==> src/hw/rtl/itcr_pkg.sv <==
// Shared types and constants for the IPv4/TCP checksum recalculation core.
// Used by itcr_accum, itcr_final and ipv4_tcp_checksum_recalc_core; no dependencies.
package itcr_pkg;

  // Header field offsets in bytes, counted from the start of the IPv4 header
  localparam logic [15:0] IP_CSUM_OFF   = 16'd10;
  localparam logic [15:0] IP_SADDR_OFF  = 16'd12;
  localparam logic [15:0] IP_OPTS_OFF   = 16'd20;
  localparam logic [6:0]  TCP_CSUM_REL  = 7'd16;
  localparam logic [5:0]  MIN_HDR_BYTES = 6'd20;
  localparam logic [15:0] PROTO_TCP     = 16'd6;

  // Port widths
  localparam int unsigned IN_TDATA_W  = 8;
  localparam int unsigned OUT_TDATA_W = 48;

  // Per-packet summary handed from the accumulator to the result register
  typedef struct packed {
    logic [15:0] header_sum;
    logic [15:0] segment_sum;
    logic [15:0] total_length;
    logic [5:0]  header_bytes;
    logic        truncated;
  } itcr_sum_t;

endpackage

==> src/hw/rtl/itcr_accum.sv <==
// Running state and per-byte ones'-complement accumulation of both checksums.
// Depends on itcr_pkg for field offsets and the packet summary type.
module itcr_accum
  import itcr_pkg::*;
(
  input  logic       clk,
  input  logic       rst_n,
  input  logic       step_valid,
  input  logic [7:0] step_byte,
  input  logic       step_last,
  output itcr_sum_t  summary
);

  logic [15:0] byte_offset_r, byte_offset_nxt;
  logic [5:0]  header_bytes_r, header_bytes_nxt;
  logic [15:0] total_length_r, total_length_nxt;
  logic [15:0] header_sum_r, header_sum_nxt;
  logic [15:0] segment_sum_r, segment_sum_nxt;
  logic [7:0]  held_r, held_nxt;

  logic [5:0]  hl_raw;
  logic [5:0]  hb_cur;
  logic [15:0] tl_cur;
  logic [16:0] next_off;
  logic        in_packet;
  logic        odd_byte;
  logic        do_add;
  logic [15:0] even_off;
  logic [15:0] word;
  logic [15:0] tcp_csum_off;
  logic        hdr_region;
  logic        add_hdr;
  logic        add_seg;
  logic [15:0] hdr_sum_add;
  logic [15:0] seg_sum_add;

  // End-around carry add of two 16-bit words
  function automatic logic [15:0] oc_add(input logic [15:0] a, input logic [15:0] b);
    logic [16:0] s;
    begin
      s = {1'b0, a} + {1'b0, b};
      oc_add = s[15:0] + {15'd0, s[16]};
    end
  endfunction

  // Pick up header length and total length as their bytes pass
  always_comb begin
    hl_raw = {step_byte[3:0], 2'b00};
    hb_cur = header_bytes_r;
    tl_cur = total_length_r;
    if (byte_offset_r == 16'd0) begin
      hb_cur = (hl_raw < MIN_HDR_BYTES) ? MIN_HDR_BYTES : hl_raw;
    end else if (byte_offset_r == 16'd2) begin
      tl_cur = {step_byte, 8'd0};
    end else if (byte_offset_r == 16'd3) begin
      tl_cur = {total_length_r[15:8], step_byte};
    end
  end

  // Decide whether this byte completes a word and where that word belongs
  always_comb begin
    next_off     = {1'b0, byte_offset_r} + 17'd1;
    odd_byte     = byte_offset_r[0];
    in_packet    = (byte_offset_r < 16'd4) || (byte_offset_r < tl_cur);
    do_add       = in_packet && (odd_byte || step_last ||
                   ((byte_offset_r >= 16'd4) && (next_off == {1'b0, tl_cur})));
    even_off     = {byte_offset_r[15:1], 1'b0};
    word         = odd_byte ? {held_r, step_byte} : {step_byte, 8'd0};
    tcp_csum_off = {9'd0, {1'b0, hb_cur} + TCP_CSUM_REL};
    hdr_region   = even_off < {10'd0, hb_cur};
    add_hdr      = do_add && hdr_region && (even_off != IP_CSUM_OFF);
    add_seg      = do_add && (hdr_region ?
                   ((even_off >= IP_SADDR_OFF) && (even_off < IP_OPTS_OFF)) :
                   (even_off != tcp_csum_off));
    hdr_sum_add  = add_hdr ? oc_add(header_sum_r, word) : header_sum_r;
    seg_sum_add  = add_seg ? oc_add(segment_sum_r, word) : segment_sum_r;
  end

  // Summary as it stands after this byte
  always_comb begin
    summary.header_sum   = hdr_sum_add;
    summary.segment_sum  = seg_sum_add;
    summary.total_length = tl_cur;
    summary.header_bytes = hb_cur;
    summary.truncated    = (next_off < 17'd4) || (next_off < {1'b0, tl_cur});
  end

  // Advance state, or clear it once the last byte has gone through
  always_comb begin
    byte_offset_nxt  = byte_offset_r;
    header_bytes_nxt = header_bytes_r;
    total_length_nxt = total_length_r;
    header_sum_nxt   = header_sum_r;
    segment_sum_nxt  = segment_sum_r;
    held_nxt         = held_r;
    if (step_valid) begin
      if (step_last) begin
        byte_offset_nxt  = '0;
        header_bytes_nxt = '0;
        total_length_nxt = '0;
        header_sum_nxt   = '0;
        segment_sum_nxt  = '0;
        held_nxt         = '0;
      end else begin
        byte_offset_nxt  = (byte_offset_r == 16'hffff) ? byte_offset_r : next_off[15:0];
        header_bytes_nxt = hb_cur;
        total_length_nxt = tl_cur;
        header_sum_nxt   = hdr_sum_add;
        segment_sum_nxt  = seg_sum_add;
        if (in_packet && !odd_byte) begin
          held_nxt = step_byte;
        end
      end
    end
  end

  always_ff @(posedge clk) begin
    if (!rst_n) begin
      byte_offset_r  <= '0;
      header_bytes_r <= '0;
      total_length_r <= '0;
      header_sum_r   <= '0;
      segment_sum_r  <= '0;
      held_r         <= '0;
    end else begin
      byte_offset_r  <= byte_offset_nxt;
      header_bytes_r <= header_bytes_nxt;
      total_length_r <= total_length_nxt;
      header_sum_r   <= header_sum_nxt;
      segment_sum_r  <= segment_sum_nxt;
      held_r         <= held_nxt;
    end
  end

  // Once past the first byte the header length is never below the minimum
  a_hdr_len_min: assert property (@(posedge clk) disable iff (!rst_n)
    (byte_offset_r != 16'd0) |-> (header_bytes_r >= MIN_HDR_BYTES))
    else $error("header length below minimum mid-packet");

  // A last byte leaves the accumulator cleared for the next packet
  a_clear_on_last: assert property (@(posedge clk) disable iff (!rst_n)
    (step_valid && step_last) |=>
      (byte_offset_r == 16'd0 && header_sum_r == 16'd0 && segment_sum_r == 16'd0))
    else $error("state not cleared after last byte");

  // The byte offset sticks at its ceiling on very long streams
  a_offset_sat: assert property (@(posedge clk) disable iff (!rst_n)
    (step_valid && !step_last && byte_offset_r == 16'hffff) |=>
      (byte_offset_r == 16'hffff))
    else $error("byte offset wrapped");

endmodule

==> src/hw/rtl/itcr_final.sv <==
// Checksum finishing: adds protocol and segment length to the TCP sum, complements both.
// Depends on itcr_pkg for the packet summary type and the protocol number.
module itcr_final
  import itcr_pkg::*;
(
  input  itcr_sum_t   summary,
  output logic [15:0] ip_checksum,
  output logic [15:0] tcp_checksum
);

  logic [15:0] seg_len;
  logic [17:0] sum3;
  logic [16:0] fold1;
  logic [15:0] fold2;

  // Pseudo header tail: protocol and segment length, folded twice
  always_comb begin
    seg_len = summary.total_length - {10'd0, summary.header_bytes};
    sum3    = {2'd0, summary.segment_sum} + {2'd0, PROTO_TCP} + {2'd0, seg_len};
    fold1   = {1'b0, sum3[15:0]} + {15'd0, sum3[17:16]};
    fold2   = fold1[15:0] + {15'd0, fold1[16]};
  end

  assign ip_checksum  = ~summary.header_sum;
  assign tcp_checksum = ~fold2;

endmodule

==> src/hw/rtl/ipv4_tcp_checksum_recalc_core.sv <==
// IPv4/TCP checksum recalculation core. Takes a packet one byte per item, starting at the
// IPv4 header, and on the item marked tlast gives one result: the IP header checksum,
// the TCP checksum over pseudo header and segment, the total length field and a truncated
// flag. It takes one byte every clock unless a last byte waits; a byte passes an input
// register and is then folded into the running sums, and the result of a last byte is
// loaded into the result register, which drives out_tvalid. Only a last byte waits while
// an earlier result has not been taken. Bytes beyond the total length are ignored.
// Depends on itcr_pkg, itcr_accum and itcr_final.
module ipv4_tcp_checksum_recalc_core
  import itcr_pkg::*;
(
  input  logic                   clk,
  input  logic                   rst_n,
  input  logic                   in_tvalid,
  output logic                   in_tready,
  input  logic [IN_TDATA_W-1:0]  in_tdata,   // [7:0] data_byte
  input  logic                   in_tlast,
  output logic                   out_tvalid,
  input  logic                   out_tready,
  output logic [OUT_TDATA_W-1:0] out_tdata,  // [15:0] ip_checksum, [31:16] tcp_checksum,
                                             // [47:32] packet_length
  output logic                   out_tuser   // [0] status (1 = truncated)
);

  logic       s1_valid_r, s1_valid_nxt;
  logic [7:0] s1_byte_r, s1_byte_nxt;
  logic       s1_last_r, s1_last_nxt;
  logic       s1_fire;
  logic       res_valid_r, res_valid_nxt;
  itcr_sum_t  res_r, res_nxt;
  itcr_sum_t  summary;
  logic [15:0] ip_csum;
  logic [15:0] tcp_csum;

  // Move the held item on unless it is a last byte blocked by an untaken result
  assign s1_fire   = s1_valid_r && (!s1_last_r || !res_valid_r || out_tready);
  assign in_tready = !s1_valid_r || s1_fire;

  // Input register
  always_comb begin
    s1_valid_nxt = s1_valid_r;
    s1_byte_nxt  = s1_byte_r;
    s1_last_nxt  = s1_last_r;
    if (in_tvalid && in_tready) begin
      s1_valid_nxt = 1'b1;
      s1_byte_nxt  = in_tdata;
      s1_last_nxt  = in_tlast;
    end else if (s1_fire) begin
      s1_valid_nxt = 1'b0;
    end
  end

  itcr_accum u_accum (
    .clk        (clk),
    .rst_n      (rst_n),
    .step_valid (s1_fire),
    .step_byte  (s1_byte_r),
    .step_last  (s1_last_r),
    .summary    (summary)
  );

  // Result register: load on a last byte, drop once taken
  always_comb begin
    res_valid_nxt = res_valid_r;
    res_nxt       = res_r;
    if (s1_fire && s1_last_r) begin
      res_valid_nxt = 1'b1;
      res_nxt       = summary;
    end else if (out_tready) begin
      res_valid_nxt = 1'b0;
    end
  end

  always_ff @(posedge clk) begin
    if (!rst_n) begin
      s1_valid_r  <= 1'b0;
      res_valid_r <= 1'b0;
    end else begin
      s1_valid_r  <= s1_valid_nxt;
      res_valid_r <= res_valid_nxt;
    end
    s1_byte_r <= s1_byte_nxt;
    s1_last_r <= s1_last_nxt;
    res_r     <= res_nxt;
  end

  itcr_final u_final (
    .summary      (res_r),
    .ip_checksum  (ip_csum),
    .tcp_checksum (tcp_csum)
  );

  assign out_tvalid = res_valid_r;
  assign out_tdata  = {res_r.total_length, tcp_csum, ip_csum};
  assign out_tuser  = res_r.truncated;

  // A last byte that moves on always lands in the result register
  a_last_to_result: assert property (@(posedge clk) disable iff (!rst_n)
    (s1_fire && s1_last_r) |=> res_valid_r)
    else $error("last byte processed without a result");

  // A blocked last byte stays put until the earlier result is taken
  a_last_waits: assert property (@(posedge clk) disable iff (!rst_n)
    (s1_valid_r && s1_last_r && res_valid_r && !out_tready) |=>
      (s1_valid_r && s1_last_r && res_valid_r))
    else $error("blocked last byte lost");

  // A non-last byte never waits
  a_body_flows: assert property (@(posedge clk) disable iff (!rst_n)
    (s1_valid_r && !s1_last_r) |-> in_tready)
    else $error("stream stalled on a body byte");

endmodule
==> config.mk <==
export PLATFORM = sky130hd
export DESIGN_NAME = ipv4_tcp_checksum_recalc_core
export DESIGN_NICKNAME = d
export VERILOG_FILES = /design/src/hw/rtl/itcr_pkg.sv /design/src/hw/rtl/itcr_accum.sv /design/src/hw/rtl/itcr_final.sv /design/src/hw/rtl/ipv4_tcp_checksum_recalc_core.sv
export SDC_FILE = /design/constraint.sdc
export NUM_CORES = 1
export LEC_CHECK = 0
export ABC_AREA = 1
export BUFFER_PORTS_ARGS = -buffer_cell sky130_fd_sc_hd__buf_2
export CAP_MARGIN = 20
export CORE_MARGIN = 1
export CORE_UTILIZATION = 55
export DETAILED_ROUTE_END_ITERATION = 12
export PLACE_DENSITY = 0.73
export SYNTH_ARGS = -nofsm -noshare
export SYNTH_HDL_FRONTEND = slang
export SYNTH_SLANG_ARGS = --single-unit
==> constraint.sdc <==
create_clock -name clk -period 7.7 [get_ports clk]
set_input_delay 0.385 -clock clk [delete_from_list [all_inputs] [get_ports clk]]
set_output_delay 0.385 -clock clk [all_outputs]
set_load 0.02 [all_outputs]
==> summary.txt <==
Synthesis
  • Yosys warns: 0
  • Syn nets: between 1500 and 2000
  • Mapped Area: 12600 um^2
  • #FFs+latches synth: 144
  • Synth Instances: approximately 1900
  • Post-synth top cells: nand2_1 (521), inv_1 (282), a21oi_1 (134)
  • Largest cells by area after synthesis: nand2_1 (15%), edfxtp_1 (15%), dfxtp_1 (13%), ha_1 (10%), inv_1 (8.4%)
  • Syn Area/Cell: 6.79 um^2
  • Ys async rst share: 0
  • Post-synth top area share: 0.155
  • Post-synth cell types: 51
  • Yosys top cell by area: nand2_1
  • Most frequent cell after synthesis: nand2_1
  • EDFF count, synth: 64
  • Register area share after synthesis: 0.279
  • Ys flop type: dfxtp_1

Pwr
  • Sequential power share: 0.377
  • Leak: ~6.8 nW
  • PwrDens: approximately 160 nW/um^2
  • Combinational Power Share: 0.219
  • Int Pwr: between 1.5 and 2 mW
  • Maximum vdd drop: between 100 and 150 uV
  • Clock Power Share: 0.404
  • Switching share of power: 0.304
  • Psw: between 600 and 700 uW

GRT
  • Largest net degree at the start of global routing: 63
  • Initial antenna violation count: 0
  • Total gr overflow: 0
  • Vias in the first global route: around 11000
  • First-pass GRT wire length: approximately 52000 um
  • GRT Overall Usage: 0.271

Placement
  • DP HPWL: about 25000 um
  • Setup WS pre-CTS: approximately 0.36 ns
  • Area after DPL: ~13000 um^2
  • DP Cell Count: roughly 2200
  • Port Buffer Count: 63
  • Routability cong.: 0.963

Setup path
  • CP required: 7.32 ns
  • WS Path Type: register to output port
  • Max incr delay on CP: roughly 0.44 ns
  • Slowest CP cell: edfxtp_1
  • Arrival time worst endpoint: 7.01 ns
  • CP startpoint kind: register
  • Critical Path Fanout Max: 5
  • CP dominant cell by count: nand2_2
  • CP Capture Type: output port

Timing
  • Final setup viols: 0
  • Relative slew slack: 0.323
  • Setup ws final: just over 0.3 ns
  • Worst slew pin tran: ~1.0 ns
  • Final hold viol count: 0
  • Achievable Freq: between 100 and 150 MHz
  • Tcrit/Tclk final: 0.960
  • Slew Viols, Final: 0
  • Min Tclk post-route: between 7 and 8 ns
  • Worst-case clock skew: 0.0152 ns
  • Hold Slack: roughly 0.14 ns

CTS
  • Max clock buf depth: 2
  • Number of CTS-inserted buffers: 17
  • Clk_lat worst skew: 0.43 ns
  • H-tree levels: 4
  • TritonCTS clock tree: built
  • Post-CTS Hold Buffers: 0
  • Clock-pin transition on the worst setup and hold timing paths: about 0.06 ns
  • CTS Sinks: ~140
  • Clock Tree Root: clkbuf_16

Route
  • Detailed-route via count: about 12000
  • Post-Route WL: about 32000 um
  • Post-DR wirelength/cell: around 15 um
  • Routed Antenna Nets: 0
  • DR DRC count: 0
  • Starting DRC count in detailed routing: 912
  • Detailed Routing Iterations Pass 1: 5
  • Avg Vias per Cell: 5.38

Floorplan
  • Die height: roughly 150 um
  • IO Count: 64
  • Die Span X: between 150 and 200 um
  • Die area: between 20000 and 25000 um^2
  • FP Rows: 55
  • Core Area: roughly 23000 um^2
  • Starting Density: 0.560

Cells and area
  • Fin nets: about 2000
  • Final core occ: 0.622
  • N_diodes: 0
  • Area Overhead vs Synth: 11.0%
  • Final Cell Area: 14000 um^2
  • Layout cell share with drive strength beyond 1: 0.142
  • Fill cell count: about 2100
  • Non-Filler Instances: between 2000 and 2500

Flow run
  • Max-cap violations: 0

Worst hold path
  • Hold crit path type: input port to register

Status
  • Status: complete, no violations
registers in the layout, summed over array words and instances, names as in the netlist, 6 cells and up:
name and cells:
res_r 38, out_tdata 16, u_accum.byte_offset_r 16, u_accum.header_sum_r 16, u_accum.segment_sum_r 16, u_accum.total_length_r 16, s1_byte_r 8, u_accum.held_r 8
u_accum.header_bytes_r 6
through the flow:
| stage | total power [mW] | TNS, ns |
|---|---|---|
| after floorplan | 1.21 | 0 |
| after global placement | 1.31 | 0 |
| after detailed placement | 1.31 | 0 |
| after CTS | 2.21 | 0 |
| after global routing | 2.31 | -0.450 |
| final | 2.21 | 0 |
power groups by stage:
| stage | Sequential [mW] | Combinational, mW | Clock, mW |
|---|---|---|---|
| after detailed placement | 0.850 | 0.463 | 0 |
| final | 0.834 | 0.486 | 0.894 |
| after global placement | 0.850 | 0.458 | 0 |
| after CTS | 0.834 | 0.466 | 0.905 |
| after floorplan | 0.845 | 0.362 | 0 |
| after global routing | 0.836 | 0.542 | 0.932 |
placed cells by master, fill, tap and decap left out, drive strengths merged, types with 5 or more instances in the layout:
cell / count
nand3: 137
and2: 22
o21bai: 6
edfxtp: 64
nand3b: 7
nor2: 154
nor3: 18
o211ai: 11
clkbuf: 22
clkinv: 8
nand4: 29
fa: 5
xnor2: 23
nand2: 570
buf: 87
dfxtp: 80
inv: 303
o21ai: 55
a21oi: 136
ha: 106
o21a: 17
a22oi: 6
xor2: 40
path summary, 6_finish.rpt:
path | to | cells past startpoint | slack (ns) | startpoint
max | out_tdata[29] | 44 | 0.31 | out_tdata[33]$_DFFE_PP_
min | s1_byte_r[3]$_DFFE_PP_ | 1 | 0.14 | in_tdata[3]
max reg2reg | res_r[53]$_DFFE_PP_ | 19 | 2.29 | u_accum.byte_offset_r[12]$_SDFFE_PN0P_
min reg2reg | u_accum.header_bytes_r[0]$_SDFFE_PN0P_ | 2 | 0.45 | u_accum.header_bytes_r[0]$_SDFFE_PN0P_
logic make-up after synthesis:
group           count (synthesis)  synth area share
compound gates                244             0.111
fa+ha+maj                     111             0.113
simple gates                  945             0.341
xor+xnor                       63            0.0436
buf+inv                       355             0.113
flops                         144             0.279
critical path, delay by kind of cell, from the launching register on:
family / cells / cell delay [ns]
buffers and inverters: 3 / 0.26
AOI/OAI and AO/OA: 7 / 1.16
and+or+nand+nor: 27 / 2.98
adders and majority gates: 5 / 1.39
DFF: 1 / 0.44
xor gates and xnor gates: 2 / 0.36
what timing repair did:
action,in CTS,in global routing
resized for setup,1,49
pin swaps,0,26
setup endpoints to repair,3,10
buffers inserted,0,17
final cells by class:
class | instances | area (um^2) | share of cell area
multi-input combinational | 1363 | 7880 | 0.561
clock inverter | 10 | 156 | 0.0111
timing repair buffer | 87 | 503 | 0.0358
inverter | 305 | 1150 | 0.0817
tap | 285 | 357 | 0.0254
clock buffer | 22 | 475 | 0.0339
sequential | 144 | 3520 | 0.251
layer usage:
metal / vias up / share of wire / global-route usage
met1: 5508 / 0.46 / 0.363
met4: 0 / 0.017 / 0.0776
li1: 6082 / - / -
met3: 43 / 0.043 / 0.0279
met5: - / 0 / 0
met2: 285 / 0.48 / 0.463
(Power assumes the default switching activity.)
